**src/sv/arpr_pkg.sv**
```systemverilog
`timescale 1ns / 1ps
// ----------------------------------------------------------------------------
// arpr_pkg: shared types and constants of the ARP request responder
// Request and result payload structs, the job record between front and back,
// verdict and register codes, and the fixed ARP header bytes.
// ----------------------------------------------------------------------------
package arpr_pkg;

	localparam int unsigned ARP_LEN     = 28;
	localparam int unsigned CNT_W       = 5;
	localparam int unsigned QUEUE_DEPTH = 2;
	localparam int unsigned MAC_W       = 48;
	localparam int unsigned IP_W        = 32;
	localparam int unsigned CFG_W       = 48;

	// verdict codes
	localparam logic [1:0] VERDICT_HANDLED  = 2'd0;
	localparam logic [1:0] VERDICT_DROPPED  = 2'd1;
	localparam logic [1:0] VERDICT_DEFERRED = 2'd2;

	// result kinds
	localparam logic KIND_REPLY   = 1'b0;
	localparam logic KIND_VERDICT = 1'b1;

	// register indexes
	localparam logic REG_LOCAL_IP  = 1'b0;
	localparam logic REG_LOCAL_MAC = 1'b1;

	// reset values of the registers
	localparam logic [IP_W-1:0]  LOCAL_IP_RESET  = 32'h0A18_0001;
	localparam logic [MAC_W-1:0] LOCAL_MAC_RESET = '0;

	// ARP operation written into the reply
	localparam logic [7:0] OPER_REPLY_LO = 8'h02;

	typedef struct packed {
		logic [7:0]       frame_byte;
		logic             frame_end;
		logic [MAC_W-1:0] source_mac;
		logic             tx_busy;
	} in_t;

	typedef struct packed {
		logic       item_kind;
		logic [7:0] reply_byte;
		logic [1:0] verdict;
		logic       last;
	} out_t;

	// one finished frame, handed from the front to the back
	typedef struct packed {
		logic [1:0]       verdict;
		logic [MAC_W-1:0] sender_hw_addr;
		logic [IP_W-1:0]  sender_proto_addr;
	} job_t;

	// expected request header: htype 1, ptype 0x0800, hlen 6, plen 4, oper 1
	function automatic logic [7:0] hdr_byte(input logic [2:0] idx);
		logic [7:0] b;
		unique case (idx)
			3'd0:    b = 8'h00;
			3'd1:    b = 8'h01;
			3'd2:    b = 8'h08;
			3'd3:    b = 8'h00;
			3'd4:    b = 8'h06;
			3'd5:    b = 8'h04;
			3'd6:    b = 8'h00;
			default: b = 8'h01;
		endcase
		return b;
	endfunction

endpackage

```
**src/sv/arp_request_responder_core.sv**
```systemverilog
`timescale 1ns / 1ps
// ----------------------------------------------------------------------------
// arp_request_responder_core: ARP request responder for Ethernet / IPv4
// Checks incoming ARP requests and streams the reply and a frame verdict.
// ----------------------------------------------------------------------------
// Usage:
//   Request channel (in_valid / in_ready / in_data): one ARP payload byte per
//   request, padding included, with frame_end on the last byte, the frame's
//   Ethernet source address and the transmitter busy flag. Bytes are taken one
//   per cycle; in_ready drops only while the two-entry job queue is full.
//   Result channel (out_valid / out_ready / out_data): a handled frame gives
//   28 reply bytes then a verdict with last set; a dropped or deferred frame
//   gives the verdict alone.
//   A frame's job passes the queue and the current-job register, then the output register.
//   Throughput: one result per cycle from the reply generator while out_ready is
//   high, with no gap between queued frames; one request per cycle on the parser side while in_ready is high.
//   Reset clears the parser, the queue and the output stage, and loads the
//   register defaults (local_ip 10.24.0.1, local_mac 0).
//   A stalled receiver holds the output register; the parser keeps taking
//   bytes until the queue holds two finished frames.
//   Configuration: cfg_we with cfg_index 0 (local_ip) or 1 (local_mac), write
//   only while no frame is in flight.
// ----------------------------------------------------------------------------
module arp_request_responder_core (
	input  logic                        clk,
	input  logic                        arst_n,
	input  logic                        in_valid,
	output logic                        in_ready,
	input  arpr_pkg::in_t               in_data,
	output logic                        out_valid,
	input  logic                        out_ready,
	output arpr_pkg::out_t              out_data,
	input  logic                        cfg_we,
	input  logic                        cfg_index,
	input  logic [arpr_pkg::CFG_W-1:0]  cfg_data
);

	logic [arpr_pkg::IP_W-1:0]  local_ip_q;
	logic [arpr_pkg::MAC_W-1:0] local_mac_q;

	logic           q_full, q_not_empty, push, pop;
	arpr_pkg::job_t push_job, q_head;

	// register file: hold values between writes
	always_ff @(posedge clk or negedge arst_n) begin
		if (!arst_n) begin
			local_ip_q  <= arpr_pkg::LOCAL_IP_RESET;
			local_mac_q <= arpr_pkg::LOCAL_MAC_RESET;
		end else if (cfg_we) begin
			unique case (cfg_index)
				arpr_pkg::REG_LOCAL_IP:  local_ip_q  <= cfg_data[arpr_pkg::IP_W-1:0];
				arpr_pkg::REG_LOCAL_MAC: local_mac_q <= cfg_data[arpr_pkg::MAC_W-1:0];
				default:                 local_ip_q  <= local_ip_q;
			endcase
		end
	end

	// front: parse bytes, push one job per frame
	arpr_front u_front (
		.clk      (clk),
		.arst_n   (arst_n),
		.in_valid (in_valid),
		.in_ready (in_ready),
		.in_data  (in_data),
		.local_ip (local_ip_q),
		.q_full   (q_full),
		.push     (push),
		.push_job (push_job)
	);

	// decouple parser from reply generator
	arpr_queue u_queue (
		.clk       (clk),
		.arst_n    (arst_n),
		.push      (push),
		.push_job  (push_job),
		.full      (q_full),
		.pop       (pop),
		.not_empty (q_not_empty),
		.head      (q_head)
	);

	// back: stream reply bytes and verdict
	arpr_back u_back (
		.clk         (clk),
		.arst_n      (arst_n),
		.q_not_empty (q_not_empty),
		.q_head      (q_head),
		.pop         (pop),
		.local_ip    (local_ip_q),
		.local_mac   (local_mac_q),
		.out_valid   (out_valid),
		.out_ready   (out_ready),
		.out_data    (out_data)
	);

endmodule

```
**src/sv/arpr_front.sv**
```systemverilog
`timescale 1ns / 1ps
// ----------------------------------------------------------------------------
// arpr_front: request parser
// Absorbs ARP payload bytes, runs the header, sender and target checks and
// pushes one job with its verdict into the queue at frame end.
// ----------------------------------------------------------------------------
module arpr_front (
	input  logic                       clk,
	input  logic                       arst_n,
	input  logic                       in_valid,
	output logic                       in_ready,
	input  arpr_pkg::in_t              in_data,
	input  logic [arpr_pkg::IP_W-1:0]  local_ip,
	input  logic                       q_full,
	output logic                       push,
	output arpr_pkg::job_t             push_job
);

	logic [arpr_pkg::CNT_W-1:0]  byte_count_q, cnt_n;
	logic                        header_ok_q, hdr_n;
	logic                        smac_ok_q, smac_n;
	logic                        tip_ok_q, tip_n;
	logic [arpr_pkg::MAC_W-1:0]  sha_q, sha_n;
	logic [arpr_pkg::IP_W-1:0]   spa_q, spa_n;
	logic                        accept;
	logic [2:0]                  mac_k;
	logic [7:0]                  src_b, ip_b;

	assign in_ready = !q_full;
	assign accept   = in_valid && in_ready;

	assign mac_k = 3'(byte_count_q - 5'd8);
	assign src_b = in_data.source_mac[{3'(3'd5 - mac_k), 3'b000} +: 8];
	assign ip_b  = local_ip[{2'(2'd3 - byte_count_q[1:0]), 3'b000} +: 8];

	always_comb begin
		cnt_n  = byte_count_q;
		hdr_n  = header_ok_q;
		smac_n = smac_ok_q;
		tip_n  = tip_ok_q;
		sha_n  = sha_q;
		spa_n  = spa_q;
		if (byte_count_q < arpr_pkg::CNT_W'(arpr_pkg::ARP_LEN)) begin
			cnt_n = byte_count_q + 5'd1;
			priority if (byte_count_q < 5'd8) begin
				if (in_data.frame_byte != arpr_pkg::hdr_byte(byte_count_q[2:0]))
					hdr_n = 1'b0;
			end else if (byte_count_q < 5'd14) begin
				sha_n = {sha_q[arpr_pkg::MAC_W-9:0], in_data.frame_byte};
				if (in_data.frame_byte != src_b)
					smac_n = 1'b0;
			end else if (byte_count_q < 5'd18) begin
				spa_n = {spa_q[arpr_pkg::IP_W-9:0], in_data.frame_byte};
			end else begin
				// target MAC bytes pass unchecked; only the target IP counts
				if (byte_count_q >= 5'd24 && in_data.frame_byte != ip_b)
					tip_n = 1'b0;
			end
		end
	end

	// verdict from the state that includes this byte
	always_comb begin
		push                       = accept && in_data.frame_end;
		push_job.sender_hw_addr    = sha_n;
		push_job.sender_proto_addr = spa_n;
		priority if (cnt_n < arpr_pkg::CNT_W'(arpr_pkg::ARP_LEN) || !hdr_n || !smac_n || !tip_n)
			push_job.verdict = arpr_pkg::VERDICT_DROPPED;
		else if (in_data.tx_busy)
			push_job.verdict = arpr_pkg::VERDICT_DEFERRED;
		else
			push_job.verdict = arpr_pkg::VERDICT_HANDLED;
	end

	always_ff @(posedge clk or negedge arst_n) begin
		if (!arst_n) begin
			byte_count_q <= '0;
			header_ok_q  <= 1'b1;
			smac_ok_q    <= 1'b1;
			tip_ok_q     <= 1'b1;
			sha_q        <= '0;
			spa_q        <= '0;
		end else if (accept) begin
			if (in_data.frame_end) begin
				// clear for the next frame
				byte_count_q <= '0;
				header_ok_q  <= 1'b1;
				smac_ok_q    <= 1'b1;
				tip_ok_q     <= 1'b1;
				sha_q        <= '0;
				spa_q        <= '0;
			end else begin
				byte_count_q <= cnt_n;
				header_ok_q  <= hdr_n;
				smac_ok_q    <= smac_n;
				tip_ok_q     <= tip_n;
				sha_q        <= sha_n;
				spa_q        <= spa_n;
			end
		end
	end

endmodule

```
**src/sv/arpr_queue.sv**
```systemverilog
`timescale 1ns / 1ps
// ----------------------------------------------------------------------------
// arpr_queue: job FIFO between parser and reply generator
// Small register FIFO so the parser and the reply generator stall apart.
// ----------------------------------------------------------------------------
module arpr_queue (
	input  logic           clk,
	input  logic           arst_n,
	input  logic           push,
	input  arpr_pkg::job_t push_job,
	output logic           full,
	input  logic           pop,
	output logic           not_empty,
	output arpr_pkg::job_t head
);

	localparam int unsigned PTR_W = $clog2(arpr_pkg::QUEUE_DEPTH);
	localparam int unsigned CNT_W = $clog2(arpr_pkg::QUEUE_DEPTH + 1);

	arpr_pkg::job_t   mem_q [arpr_pkg::QUEUE_DEPTH];
	logic [PTR_W-1:0] wr_ptr_q, rd_ptr_q;
	logic [CNT_W-1:0] count_q;
	logic             do_push, do_pop;

	assign full      = (count_q == CNT_W'(arpr_pkg::QUEUE_DEPTH));
	assign not_empty = (count_q != '0);
	assign do_push   = push && !full;
	assign do_pop    = pop && not_empty;
	assign head      = mem_q[rd_ptr_q];

	always_ff @(posedge clk) begin
		if (do_push)
			mem_q[wr_ptr_q] <= push_job;
	end

	always_ff @(posedge clk or negedge arst_n) begin
		if (!arst_n) begin
			wr_ptr_q <= '0;
			rd_ptr_q <= '0;
			count_q  <= '0;
		end else begin
			if (do_push)
				wr_ptr_q <= (wr_ptr_q == PTR_W'(arpr_pkg::QUEUE_DEPTH - 1)) ? '0 : wr_ptr_q + 1'b1;
			if (do_pop)
				rd_ptr_q <= (rd_ptr_q == PTR_W'(arpr_pkg::QUEUE_DEPTH - 1)) ? '0 : rd_ptr_q + 1'b1;
			unique case ({do_push, do_pop})
				2'b10:   count_q <= count_q + 1'b1;
				2'b01:   count_q <= count_q - 1'b1;
				default: count_q <= count_q;
			endcase
		end
	end

endmodule

```
**src/sv/arpr_back.sv**
```systemverilog
`timescale 1ns / 1ps
// ----------------------------------------------------------------------------
// arpr_back: reply generator
// Pops jobs, streams the 28 reply bytes of a handled frame and then the
// verdict through a registered output stage.
// ----------------------------------------------------------------------------
module arpr_back (
	input  logic                       clk,
	input  logic                       arst_n,
	input  logic                       q_not_empty,
	input  arpr_pkg::job_t             q_head,
	output logic                       pop,
	input  logic [arpr_pkg::IP_W-1:0]  local_ip,
	input  logic [arpr_pkg::MAC_W-1:0] local_mac,
	output logic                       out_valid,
	input  logic                       out_ready,
	output arpr_pkg::out_t             out_data
);

	localparam logic [arpr_pkg::CNT_W-1:0] LAST_IDX = arpr_pkg::CNT_W'(arpr_pkg::ARP_LEN);

	arpr_pkg::job_t               cur_q;
	logic                         cur_v_q;
	logic [arpr_pkg::CNT_W-1:0]   idx_q;
	logic                         out_valid_q;
	arpr_pkg::out_t               out_q;

	logic                         advance, at_verdict, load_next;
	logic [8*arpr_pkg::ARP_LEN-1:0] reply_vec;
	logic [7:0]                   reply_b;
	arpr_pkg::out_t               item;

	// reply laid out big-endian: header with oper 2, local pair, requester pair
	assign reply_vec = {8'h00, 8'h01, 8'h08, 8'h00, 8'h06, 8'h04, 8'h00,
		arpr_pkg::OPER_REPLY_LO, local_mac, local_ip,
		cur_q.sender_hw_addr, cur_q.sender_proto_addr};
	assign reply_b   = reply_vec[{5'(5'd27 - idx_q), 3'b000} +: 8];

	assign at_verdict = (idx_q == LAST_IDX);
	assign advance    = cur_v_q && (!out_valid_q || out_ready);
	assign load_next  = !cur_v_q || (advance && at_verdict);
	assign pop        = load_next && q_not_empty;

	always_comb begin
		if (at_verdict) begin
			item.item_kind  = arpr_pkg::KIND_VERDICT;
			item.reply_byte = 8'h00;
			item.verdict    = cur_q.verdict;
			item.last       = 1'b1;
		end else begin
			item.item_kind  = arpr_pkg::KIND_REPLY;
			item.reply_byte = reply_b;
			item.verdict    = arpr_pkg::VERDICT_HANDLED;
			item.last       = 1'b0;
		end
	end

	always_ff @(posedge clk) begin
		if (pop)
			cur_q <= q_head;
		if (advance)
			out_q <= item;
	end

	always_ff @(posedge clk or negedge arst_n) begin
		if (!arst_n) begin
			cur_v_q     <= 1'b0;
			idx_q       <= '0;
			out_valid_q <= 1'b0;
		end else begin
			if (load_next) begin
				cur_v_q <= q_not_empty;
				// skip straight to the verdict when no reply goes out
				idx_q   <= (q_head.verdict == arpr_pkg::VERDICT_HANDLED) ? '0 : LAST_IDX;
			end else if (advance) begin
				idx_q <= idx_q + 1'b1;
			end
			if (advance)
				out_valid_q <= 1'b1;
			else if (out_ready)
				out_valid_q <= 1'b0;
		end
	end

	assign out_valid = out_valid_q;
	assign out_data  = out_q;

endmodule
```
**config.mk**
```make
export PLATFORM = sky130hd
export DESIGN_NAME = arp_request_responder_core
export DESIGN_NICKNAME = d
export VERILOG_FILES = /design/src/sv/arpr_pkg.sv /design/src/sv/arp_request_responder_core.sv /design/src/sv/arpr_front.sv /design/src/sv/arpr_queue.sv /design/src/sv/arpr_back.sv
export SDC_FILE = /design/constraint.sdc
export NUM_CORES = 1
export LEC_CHECK = 0
export BUFFER_PORTS_ARGS = -buffer_cell sky130_fd_sc_hd__buf_2
export CORE_MARGIN = 2
export CORE_UTILIZATION = 45
export CTS_CLUSTER_DIAMETER = 200
export DETAILED_ROUTE_END_ITERATION = 6
export HOLD_SLACK_MARGIN = 0.03
export PLACE_DENSITY = 0.71
export SYNTH_ARGS = -nofsm -noshare
export SYNTH_HDL_FRONTEND = slang
export SYNTH_SLANG_ARGS = --single-unit
```
**constraint.sdc**
```tcl
create_clock -name clk -period 12.45 [get_ports clk]
set_input_delay 0.6225 -clock clk [delete_from_list [all_inputs] [get_ports clk]]
set_output_delay 0.6225 -clock clk [all_outputs]
set_load 0.02 [all_outputs]
```
Yosys cells after proc, flatten, opt, wreduce, memory -nomap -nowiden
Memories as Yosys holds them, arrays and structs flattened.
Index checks and enable logic that the tools add are counted.
{"block": "classes", "reduce_logical": 28, "n_shift": 3, "n_eq_ne": 12, "magnitude_cmp": 6, "mux": 42, "n_addsub": 10, "n_bitwise": 1}
{"operator": "$shiftx A224 B9 Y8", "n": 1}
{"operator": "$mux W48", "n": 4}
{"operator": "$mux W32", "n": 5}
{"operator": "$shiftx A48 B7 Y8", "n": 1}
{"operator": "$shiftx A32 B6 Y8", "n": 1}
{"operator": "$mux W5", "n": 5}
{"operator": "$ne A8 B8 Y1", "n": 3}
{"operator": "$mux W1", "n": 21}
{"operator": "$mux W8", "n": 2}
{"operator": "$pmux W4 S4", "n": 1}
{"operator": "$lt A5 B5 Y1 const B", "n": 3}
{"operator": "$mux W12", "n": 1}
{"operator": "$add A5 B1 Y5 const B", "n": 2}
{"operator": "$lt A5 B4 Y1 const B", "n": 2}
{"operator": "$eq A3 B3 Y1 const B", "n": 3}
{"operator": "$logic_and A1 B1 Y1", "n": 8}
{"operator": "$reduce_bool A2 Y1", "n": 4}
{"operator": "$eq A3 B2 Y1 const B", "n": 2}
{"operator": "$logic_not A1 Y1", "n": 6}
{"operator": "$eq A5 B5 Y1 const B", "n": 1}
{"operator": "$ge A5 B5 Y1 const B", "n": 1}
{"operator": "$logic_or A1 B1 Y1", "n": 5}
{"operator": "$sub A5 B5 Y5 const A", "n": 1}
{"operator": "$eq A2 B2 Y1 const B", "n": 2}
{"operator": "other kinds (14)", "n": 17}
{"block": "word_totals", "register_bits": 273, "inputBits": 112, "ramBits": 164, "memories": 1}
{"name": "u_queue.mem_q", "depth": 2, "width": 82, "rd": 1, "rd_clocked_by_memory_dff": 0, "wr": 1, "line": "arpr_queue.sv:20", "source": "arpr_pkg::job_t mem_q [arpr_pkg::QUEUE_DEPTH];"}

Depth between registers and ports, before layout
Gate-level depths: netlist (run 1).
{"block": "depth", "word_depth": 14, "depth_mapped": 12}

Cells and area by module
Synthesis (run 1) repeated with hierarchy kept, for this count alone.
{"block": "unflattened", "hier_cells": 1129, "hier_area_um2": 19526.2}
{"mod": "arpr_queue", "area_each_um2": 6466.2, "seq_area_each_um2": 5024.8, "cells_each": 273, "instances": 1}
{"mod": "arpr_front", "area_each_um2": 5237.5, "seq_area_each_um2": 2205.9, "cells_each": 430, "instances": 1}
{"mod": "arpr_back", "area_each_um2": 4626.9, "seq_area_each_um2": 2967.8, "cells_each": 255, "instances": 1}
{"mod": "arp_request_responder_core", "area_each_um2": 3195.6, "seq_area_each_um2": 2008.2, "cells_each": 171, "instances": 1}

Worst setup path after synthesis (run 1)
No wires, ideal clock.
{"block": "synth_timing", "kind": "register to register", "start": "register u_back.idx_q[0] (netlist name)", "end": "register u_queue.count_q[1]", "setup_time_ps": 79, "path_stages_with_launch": 12, "n_path_buf": 3, "path_slack_ps": 3518, "arrival_time_ps": 8853, "path_cell_list": "dfrtp_1 > buf_4 > buf_4 > buf_4 > inv_1 > ha_1 > nand3_1 > nand2_1 > nor3b_1 > ha_1 > nor2_1 > xor2_1"}
{"block": "synth_between", "elab_chain_cells": 7, "elab_cells_between_ends": 9, "classes_between": "3 x eq/ne; 1 x mux; 5 x reduce/logical"}
{"item": "start: declaration", "line": "arpr_back.sv:24", "source": "logic [arpr_pkg::CNT_W-1:0] idx_q;"}
{"item": "start signal: assignment", "line": "arpr_back.sv:74", "source": "idx_q <= (q_head.verdict == arpr_pkg::VERDICT_HANDLED) ? '0 : LAST_IDX;"}
{"item": "start signal: assignment", "line": "arpr_back.sv:76", "source": "idx_q <= idx_q + 1'b1;"}
{"item": "$eq A5 B5 Y1 *", "line": "arpr_back.sv:39", "source": "assign at_verdict = (idx_q == LAST_IDX);"}
{"item": "$logic_and A1 B1 Y1 *", "line": "arpr_back.sv:41", "source": "assign load_next = !cur_v_q || (advance && at_verdict);"}
{"item": "$logic_or A1 B1 Y1 *", "line": "arpr_back.sv:41"}
{"item": "$logic_and A1 B1 Y1 *", "line": "arpr_back.sv:42", "source": "assign pop = load_next && q_not_empty;"}
{"item": "named net pop", "line": "arp_request_responder_core.sv:41", "source": "logic q_full, q_not_empty, push, pop;"}
{"item": "$logic_and A1 B1 Y1 *", "line": "arpr_queue.sv:28", "source": "assign do_pop = pop && not_empty;"}
{"item": "$eq A2 B1 Y1 or $eq A2 B2 Y1 (tied branches)", "line": "arpr_queue.sv:46", "source": "unique case ({do_push, do_pop})"}
{"item": "$pmux W2 S2 or $reduce_bool A2 Y1 (tied branches)"}
{"item": "end signal: assignment", "line": "arpr_queue.sv:47", "source": "2'b10: count_q <= count_q + 1'b1;"}
{"item": "end signal: assignment", "line": "arpr_queue.sv:48", "source": "2'b01: count_q <= count_q - 1'b1;"}
{"item": "end signal: assignment", "line": "arpr_queue.sv:49", "source": "default: count_q <= count_q;"}
{"item": "end: declaration", "line": "arpr_queue.sv:22", "source": "logic [CNT_W-1:0] count_q;"}
Mark *: on every way through the listed nets, which the timed path passes. The rest lies on a longest branch.
A chain may end at the register's enable or synchronous reset.

Worst setup path in the final report (run 1)
{"block": "layout_timing", "start": "register u_queue.count_q[0]", "end": "memory u_queue.mem_q[0][40] (netlist name) (enable)"}
{"block": "layout_between", "elab_chain_cells": 7}
{"item": "$eq A2 B2 Y1 *", "line": "arpr_queue.sv:25", "source": "assign full = (count_q == CNT_W'(arpr_pkg::QUEUE_DEPTH));"}
{"item": "$logic_not A1 Y1 *", "line": "arpr_front.sv:29, arpr_queue.sv:27"}
{"item": "$logic_and A1 B1 Y1", "line": "arpr_front.sv:30", "source": "assign accept = in_valid && in_ready;"}
{"item": "$logic_and A1 B1 Y1", "line": "arpr_front.sv:64", "source": "push = accept && in_data.frame_end;"}
{"item": "$logic_and A1 B1 Y1 *", "line": "arpr_queue.sv:27", "source": "assign do_push = push && !full;"}
{"item": "$mux W1 *", "line": "arpr_queue.sv:32", "source": "if (do_push)"}
{"item": "$mux W1 (not written as such) *", "line": "arpr_queue.sv:33", "source": "mem_q[wr_ptr_q] <= push_job;"}
{"item": "end: declaration", "line": "arpr_queue.sv:20"}
Every way passes the cells marked *; elsewhere a longest branch is shown, timed or not.

==> run metrics, run 1 <==
setup TNS 0 ns; Post-CTS Setup Inserts 0; gpl congestion 0.828; CTS Sinks 436; period utilization 27.1%; Routed Antenna Nets 0; root buffer cell clkbuf_16; IO Count 126; largest net degree at the start of global routing 104; number of global-route vias before repair 10700; routed len/inst 22.8 um; Pins Over Slew Limit 0; Residual DRC 0; Int Power 2.97 mW; Hold Crit Class in -> async; CP Launch Type flip-flop; CTS buffer count 44; area grow syn2layout 13.6%; register share of total power 44.6%; Clock Latency Late Sink 0.55 ns; top-count cell post-synth edfxtp_1; post-CTS sizing 0; Clk pwr share 30.5%; max cap viols 0; post-synthesis area per instance 16.5 sq um; full die area 0.0434 sq mm; Psw 1.27 mW; Worst Skew 0.0194 ns; Final Util 52.0%; yosys warns 0; total power per unit cell area 199 mW/mm^2; # setup viols final 0; H-tree lvl count 2; Starting Density 45.8%; height of the die 208 um; CTS tree yes; top cell type's share of synthesized area 41.1%; Mapped Area 0.0188 sq mm; Total GRT Usage 19.2%; Detailed Route WL 41400 um; Switching Share 29.9%; Leak 8.28 nW; Vias/cell 5.79; core area 0.0410 sq mm; nets 1373; layout cell share with drive strength beyond 1 39.7%; critical path class reg -> reg; Fin. Hold Viols 0; crit path max fanout 50; via count 10500; run status complete, no violations; min cycle time layout 3.37 ns; Slew @ Worst Pin 1.10 ns; top area cells in the synthesized netlist edfxtp_1 41%, dfrtp_1 23%, mux2_2 15%; Cell Rows 74; slew margin rel. 26.4%; initial antenna violation count 1; CP Data Arrival Time 3.54 ns; port bufs 125; Clock transition at path regs 0.06 ns; part of the power in combinational logic 24.9%; die width 208 um; post-synthesis sequential area ratio 65.0%; Hold Buf Count CTS 0; syn_nets 1264; HPWL after DPL 25300 um; CP required 12.61 ns; register bit count reported by yosys 436; FMAX 296 MHz; 1st-iter DRT viols 974; first-pass GRT wire length 64300 um; post-synth cell types 54; Main synth FF type edfxtp_1; clock buffer depth 3; Post-synth EDFFs 257; share of flip-flops with an asynchronous set or reset 41.1%; drt pass-1 iters 5; total gr overflow 0; diode count 0; RSZ-0062 raised after global routing false; synth cell count leaders 257 x edfxtp_1, 249 x mux2_2, 171 x dfrtp_1; Cells after Synth 1140; Crit. End Element flip-flop; peak supply drop 0.109 mV; Synth area leader edfxtp_1
-- kinds of logic (layout without fill, tap and decap cells) --
logic type,count (synthesis),after routing,share of synthesized area (%)
buffers and inverters,88,233,2.11
muxes,326,326,21.6
adders and majority gates,12,12,0.799
xor gates and xnor gates,25,25,1.17
DFF,436,436,65.0
and+or+nand+nor,82,82,2.15
AOI/OAI and AO/OA,171,171,7.14
-- flip-flops by register name, indices dropped and copies added, names as in the netlist, 2 cells and up --
| name | count |
|---|---|
| u_front.spa_q | 32 |
| u_queue.count_q | 2 |
| u_back.out_data | 11 |
| u_front.byte_count_q | 5 |
| u_back.cur_q | 82 |
| local_mac_q | 48 |
| local_ip_q | 32 |
| u_queue.mem_q | 164 |
| u_front.sha_q | 48 |
| u_back.idx_q | 5 |
-- power by group through the flow --
stage / Clock (mW) / Combinational (mW) / Sequential (mW)
5_1_grt: 1.38 / 1.13 / 1.91
3_3_place_gp: 0 / 1.03 / 1.91
4_1_cts: 1.32 / 1.06 / 1.89
2_1_floorplan: 0 / 0.822 / 1.84
6_report: 1.29 / 1.05 / 1.89
3_5_place_dp: 0 / 1.04 / 1.92
-- per-stage QoR --
step / instances / hold WS (ns) / worst slack, ns / power, mW / instance area (sq um)
6_report: 1817 / 0.211 / 9.08 / 4.23 / 21300
5_1_grt: 1817 / 0.278 / 8.83 / 4.42 / 21300
4_1_cts: 1817 / 0.229 / 9.06 / 4.26 / 21300
3_5_place_dp: 1735 / 0.485 / 8.95 / 2.96 / 19900
3_3_place_gp: 1735 / 0.473 / 9.06 / 2.94 / 19900
2_1_floorplan: 1140 / 0.327 / 3.52 / 2.66 / 18800
-- layer usage --
layer | vias up | global-route usage, % | part of all wire, %
li1 | 4674 | - | -
met1 | 5503 | 27.2 | 45
met4 | 0 | 4.74 | 1.7
met5 | - | 0 | 0
met2 | 306 | 30.9 | 47
met3 | 45 | 3.67 | 5.7
-- critical path: stages (launching register included) --
cell	delay (ns)
dfrtp_1	0.43
nand2b_1	0.19
and2_1	0.45
nand2_1	0.28
nor2_4	0.86
buf_4	0.75
-- cell usage in the layout, fill, tap and decap left out, drive strengths merged, types with 2 or more instances in the layout --
cell / instances
a22oi: 5
xnor2: 10
a22o: 80
dfstp: 8
nand2b: 3
buf: 138
nand3b: 2
o221ai: 16
dfrtp: 171
mux4: 38
a41o: 2
nor4: 4
or3: 5
xor2: 15
o31a: 4
nand2: 24
edfxtp: 257
and3: 2
inv: 14
nor3b: 3
a211o: 2
a31oi: 3
nand4: 4
mux2: 249
a21oi: 19
mux2i: 39
nand3: 8
a41oi: 5
clkinv: 13
o22ai: 9
o21a: 2
ha: 12
and2: 6
clkbuf: 66
nor2: 18
nor2b: 2
o21ai: 15
-- worst paths after layout --
check | end | depth (start not counted) | slack [ns] | startpoint
max | u_queue.mem_q[0][40] | 5 | 9.08 | u_queue.count_q[0]
min | u_front.sha_q[33] | 1 | 0.21 | arst_n
max reg2reg | u_queue.mem_q[0][40] | 5 | 9.08 | u_queue.count_q[0]
min reg2reg | u_queue.count_q[1] | 1 | 0.50 | u_queue.count_q[1]
max in group asynchronous | u_back.idx_q[0] | 2 | 10.55 | arst_n
min in group clk | local_mac_q[46] | 2 | 0.31 | cfg_data[46]
-- final cells by class --
type                       count  area, sq um
clock inverter                17          121
tap                          532          666
fill                        3315        19700
clock buffer                  65         1310
sequential                   436        12200
timing repair buffer         139          739
multi-input combinational    616         6230
inverter                      12         45.0
Power figures use the tool's default switching activity.
==> run 2, diff against run 1 <==
- ABC_AREA: unset -> 1
- PLACE_DENSITY: 0.71 -> 0.74
- clock period: 12.45 -> 2.8 ns (I/O delays scaled with it)
==> run metrics, run 2 <==
Sequential cell area 0.0122 sq mm (about the same); CTS buffer count 43 (-2.3%); hold path start in_data[49]; total gr overflow 0 (unchanged); post-synth cell types 45 (-17%); Clock transition at path regs 0.07 ns (about the same); largest registers u_queue.mem_q x164, u_back.cur_q x82; Worst Skew 0.0108 ns (-0.00863 ns); Final Util 53.2% (+1.2 points); gpl congestion 0.941 (+14%); Final Power 19.4 mW (+360%); nets 2313 (+68%); register bit count reported by yosys 436 (unchanged); largest reg by FF count u_queue.mem_q; synth cell count leaders 569 x nand2_1, 257 x edfxtp_1, 244 x inv_1; crit path max fanout 15 (-70%); Total GRT Usage 22.1% (+2.9 points); Hold Crit Class in -> reg; Pins Over Slew Limit 0 (unchanged); HPWL after DPL 31500 um (+25%); area of the multi-input gates 0.00592 sq mm (-5.0%); Starting Density 45.4% (-0.35 points); core area 0.0430 sq mm (+4.8%); min cycle time layout 2.42 ns (-0.957 ns); RSZ-0062 raised after global routing false; Cells after Synth 2041 (+79%); Detailed Route WL 50000 um (+21%); total power per unit cell area 849 mW/mm^2 (+330%); top area cells in the synthesized netlist edfxtp_1 40%, dfrtp_1 22%, nand2_1 11%; Fillers 3651 (+10%); full die area 0.0451 sq mm (+3.9%); crit-path cells ha_1 -> o21ai_0 -> o311ai_0 -> a21oi_1; Crit. End Element flip-flop; area grow syn2layout 17.1%; Routed Antenna Nets 0 (unchanged); design area 0.0229 sq mm (+7.2%); Cell Rows 76 (+2.7%); # setup viols final 0 (unchanged); CP Launch Type flip-flop; Mapped Area 0.0195 sq mm (+4.0%); routed len/inst 17.8 um (-22%); slowest CP cell o311ai_0; slew margin rel. 30.9% (+4.5 points); initial antenna violation count 0 (-1); Post-synth EDFFs 257 (unchanged); Clock Latency Late Sink 0.55 ns (about the same); critical path class reg -> reg; leading cell types in the layout, fill and taps excluded 566 x nand2_1, 257 x edfxtp_1, 242 x inv_1, 201 x o21ai_0, 169 x dfrtp_1; Slew @ Worst Pin 1.04 ns (-0.0670 ns); FMAX 414 MHz (+40%); via count 14800 (+40%); layout cell share with drive strength beyond 1 12.5% (-27 points); Fin. Hold Viols 0 (unchanged); critical path buffer and inverter count 0 (-1); height of the die 212 um (+1.9%); port bufs 125 (unchanged); yosys warns 0 (unchanged); period utilization 86.3% (+59 points); CP Data Arrival Time 2.68 ns (-0.86 ns); first-pass GRT wire length 77600 um (+21%); share of flip-flops with an asynchronous set or reset 41.1% (unchanged); largest net degree at the start of global routing 86 (-17%); WHS 0.0854 ns (-0.126 ns); CTS Sinks 436 (unchanged); setup TNS 0 ns (unchanged); peak supply drop 0.630 mV (+480%); run status complete, no violations; drt pass-1 iters 6 (+1); clock buffer depth 3 (unchanged); H-tree lvl count 2 (unchanged); Main synth FF type edfxtp_1; Vias/cell 5.26 (-9.3%); Cell Area, Placed 0.0209 sq mm (+4.9%); number of flip-flops in the largest register 164 (unchanged); diode count 0 (unchanged); CP required 3.07 ns (-9.54 ns); IO Count 126 (unchanged); top-count cell post-synth nand2_1; syn_nets 2165 (+71%); Leak 10.4 nW (+26%); max cap viols 0 (unchanged); commonest non-fill, non-tap cell in the layout nand2_1; die width 212 um (+1.9%); number of global-route vias before repair 14500 (+35%); cell family with the largest share of critical-path delay compound AO/OA/AOI/OAI gates; Residual DRC 0 (unchanged); root buffer cell clkbuf_16; max incr delay on CP 0.66 ns (-0.20 ns); Post-CTS Setup Inserts 0 (unchanged); 1st-iter DRT viols 1549 (+59%); Critical Path Source u_back.idx_q[2]; post-synthesis sequential area ratio 62.5% (-2.5 points); post-synthesis area per instance 9.57 sq um (-42%); Synth area leader edfxtp_1; CTS tree yes; top cell type's share of synthesized area 39.5% (-1.6 points); reg-to-reg startpoint u_back.idx_q[2]
==> run 2: cell count changes after synthesis, moves of 38 or more <==
cell,change
inv_1,+233
o21a_1,+55
o22ai_1,+78
nor2_1,+139
o21ai_0,+187
nand2_1,+545
mux2_2,-241
a22o_1,-79
mux2i_1,-38
nand3_1,+38
==> run 2: worst min-delay path, stage by stage <==
cell     delay, ns
buf_2         0.14
o21ai_0       0.15
nand2_1       0.08
o31ai_1       0.08
==> run 2: routing by layer <==
metal,vias up,GRT usage (%),routed length (um)
li1,7035,-,-
met4,0,10.6,2320
met3,130,4.17,3600
met1,6993,27.4,19900
met5,-,0,0
met2,604,37.5,24100
==> run 2: final timing paths <==
kind                                      endpoint  slack [ns]  cells past startpoint
max                             u_back.out_data[8]        0.38                      4
min                        u_front.byte_count_q[0]        0.09                      4
max reg2reg                     u_back.out_data[8]        0.38                      4
min reg2reg                    u_front.header_ok_q        0.48                      2
max in group asynchronous           local_ip_q[25]        1.67                      3
min in group asynchronous         u_front.spa_q[2]        0.21                      2
==> run 2: repair_timing <==
action	4_1_cts	5_1_grt
gates resized for setup	0	0
hold endpoints to repair	148	0
hold buffers	51	0
==> run 2: final cells by class <==
class                      instances  area share (%)
multi-input combinational       1243            25.9
timing repair buffer             213            6.88
inverter                         252            4.15
tap                              585            3.20
clock buffer                      58            5.54
clock inverter                    22           0.925
sequential                       436            53.4
==> run 2: cells by family (layout without fill, tap and decap cells) <==
kind of cell | count (synthesis) | in the layout | share of synthesized area (%)
AND/OR/NAND/NOR | 796 | 796 | 15.9
AO/OA/AOI/OAI | 417 | 417 | 12.4
flip-flops | 436 | 436 | 62.5
multiplexers | 9 | 9 | 0.513
adder cells (fa/ha/maj) | 12 | 12 | 0.769
buffers and inverters | 362 | 545 | 7.53
XOR/XNOR | 9 | 9 | 0.404
==> run 2: stage by stage <==
stage,setup WS [ns],instances
global route,0.194,2809
CTS,0.408,2809
finish,0.383,2809
global placement,0.418,2678
floorplan,-0.839,2041
detailed placement,0.431,2678
==> run 2: where the power goes <==
group / leakage (nW) / internal, mW / switching [mW]
sequential: 4.69 / 7.70 / 0.367
clock: 0.724 / 3.47 / 2.46
combinational: 4.99 / 1.68 / 3.75
==> run 3, diff against run 2 <==
--- a/config.mk
+++ b/config.mk
@@ -9,3 +9,3 @@
 export BUFFER_PORTS_ARGS = -buffer_cell sky130_fd_sc_hd__buf_2
-export CORE_MARGIN = 2
+export CORE_MARGIN = 5
 export CORE_UTILIZATION = 45
--- a/constraint.sdc
+++ b/constraint.sdc
@@ -3,2 +3,2 @@
 set_output_delay 0.14 -clock clk [all_outputs]
-set_load 0.02 [all_outputs]
+set_load 0.05 [all_outputs]
==> run metrics, run 3 (synthesis gave the netlist of run 2 again) <==
run status complete, no violations; Worst Skew 0.0136 ns (+0.00283 ns); crit path max fanout 47 (+32); Clock Latency Late Sink 0.56 ns (about the same); Cell Rows 76 (unchanged); area grow syn2layout 17.3%; area of the multi-input gates 0.00593 sq mm (+0.13%); number of global-route vias before repair 14500 (+0.39%); commonest non-fill, non-tap cell in the layout nand2_1; routed len/inst 17.5 um (-1.8%); 1st-iter DRT viols 1609 (+3.9%); root buffer cell clkbuf_16; critical path class reg -> reg; port bufs 125 (unchanged); Hold Buf Count CTS 52 (+2.0%); Crit. End Element flip-flop; Fin. Hold Viols 0 (unchanged); total gr overflow 0 (unchanged); layout cell share with drive strength beyond 1 12.5% (-0.073 points); clock buffer depth 3 (unchanged); Vias/cell 5.23 (-0.57%); Worst R2R Setup Slack 0.46 ns (+0.07 ns); total power per unit cell area 848 mW/mm^2 (-0.20%); Final Util 53.3% (+0.11 points); period utilization 83.7% (-2.6 points); RSZ-0062 raised after global routing false; H-tree lvl count 2 (unchanged); diode count 0 (unchanged); Routed met2 length 24500 um (+1.5%); Routed Antenna Nets 0 (unchanged); Slew @ Worst Pin 0.997 ns (-0.0399 ns); CP Data Arrival Time 2.80 ns (+0.12 ns); Reg2Reg Depth 7 (+3); CTS Sinks 436 (unchanged); leading cell types in the layout, fill and taps excluded 565 x nand2_1, 257 x edfxtp_1, 242 x inv_1, 200 x o21ai_0, 169 x dfrtp_1; Leak 10.4 nW (+0.36%); post-CTS sizing 0 (unchanged); Final Power 19.4 mW (about the same); Fillers 3695 (+1.2%); largest reg by FF count u_queue.mem_q; Pins Over Slew Limit 0 (unchanged); # setup viols final 0 (unchanged); CTS buffer count 44 (+2.3%); CP required 3.25 ns (+0.18 ns); Post-CTS Setup Inserts 0 (unchanged); gpl congestion 0.909 (-3.4%); drt pass-1 iters 6 (unchanged); Cell Count, Final, Fillers Out 2822 (+0.46%); Residual DRC 0 (unchanged); dpl cells 2688 (+0.37%); met3 WL 3620 um (+0.72%); Hold Path Sink u_queue.mem_q[1][81]; slew margin rel. 33.5% (+2.7 points); nets 2325 (+0.52%); CP Launch Type flip-flop; number of flip-flops in the largest register 164 (unchanged); HPWL after DPL 32500 um (+3.0%); core area 0.0430 sq mm (unchanged); min cycle time layout 2.34 ns (-0.0727 ns); initial antenna violation count 0 (unchanged); largest registers u_queue.mem_q x164, u_back.cur_q x82; Starting Density 45.4% (unchanged); IO Count 126 (unchanged); CTS tree yes; peak supply drop 0.468 mV (-26%); FMAX 427 MHz (+3.1%); full die area 0.0477 sq mm (+5.7%); first-pass GRT wire length 77600 um (about the same); height of the die 218 um (+2.8%); Detailed Route WL 49300 um (-1.3%); via count 14700 (-0.11%); M1 WL 19700 um (-1.1%); reg-to-reg startpoint u_front.byte_count_q[1]; hold path start in_data[0]; largest net degree at the start of global routing 81 (-5.8%); Worst Hold Path Cells 3 (-1); Clock transition at path regs 0.06 ns (about the same); worst reg2reg path endpoint u_front.sha_q[20]; Hold Crit Class in -> reg; die width 218 um (+2.8%); top routing layer in use met4; max cap viols 0 (unchanged); Total GRT Usage 20.4% (-1.7 points); Sequential cell area 0.0122 sq mm (unchanged)
run 3: cell types whose count changed in the layout (fill, tap and decap cells not counted), moves of 2 or more:
cell        previous run  this run
clkinv_1               3         5
clkbuf_8               8         3
clkbuf_16             46        44
buf_4                 25        34
clkinv_8               1         3
clkinv_2              11         9
clkbuf_1               5        16
clkinvlp_4             4         0
run 3: stage by stage:
step | cell area, sq um | worst slack, ns | setup TNS (ns) | hold slack, ns
after floorplan | 19600 | -0.690 | -16.48 | -0.156
after global placement | 21000 | 0.540 | 0 | 0.210
after detailed placement | 21000 | 0.507 | 0 | 0.219
after CTS | 22900 | 0.481 | 0 | 0.0335
after global routing | 22900 | 0.264 | 0 | 0.0376
final | 22900 | 0.456 | 0 | 0.0402
run 3: critical path, stage by stage (launching register included):
cell and delay (ns):
dfrtp_1 0.40, buf_4 0.19, ha_1 0.27, nor3_4 0.65, buf_12 0.30, nand2_1 0.08, o21a_1 0.12, o22ai_1 0.18
run 3: worst max path at each step:
stage	start	to	slack, ns	cells after the start
2_1_floorplan	u_back.idx_q[0]	u_queue.count_q[1]	-0.69	12
3_3_place_gp	u_front.byte_count_q[0]	u_queue.mem_q[0][80]	0.54	12
3_5_place_dp	u_front.byte_count_q[1]	u_queue.mem_q[0][54]	0.51	6
4_1_cts	u_front.byte_count_q[1]	u_front.sha_q[20]	0.48	7
5_1_grt	u_front.byte_count_q[0]	u_queue.mem_q[0][81]	0.26	12
6_report	u_front.byte_count_q[1]	u_front.sha_q[20]	0.46	7
run 3: cell type report:
class	instances	area share, %
Tap cell	585	3.19
Timing Repair Buffer	224	7.29
Multi-Input combinational cell	1243	25.9
Inverter	252	4.14
Clock buffer	62	5.19
Clock inverter	20	1.02
Sequential cell	436	53.3
run 3: power by group:
group / total [mW] / switching (mW) / leakage [nW] / internal, mW
Sequential: 8.10 / 0.404 / 4.69 / 7.70
Clock: 5.78 / 2.42 / 0.695 / 3.36
Combinational: 5.55 / 3.82 / 5.06 / 1.73
Total: 19.4 / 6.65 / 10.4 / 12.8
run 3: routing by layer:
metal	vias up	track usage, %
met3	87	3.68
met4	0	6.68
met5	-	0
met1	7033	26.0
li1	7057	-
met2	569	35.5
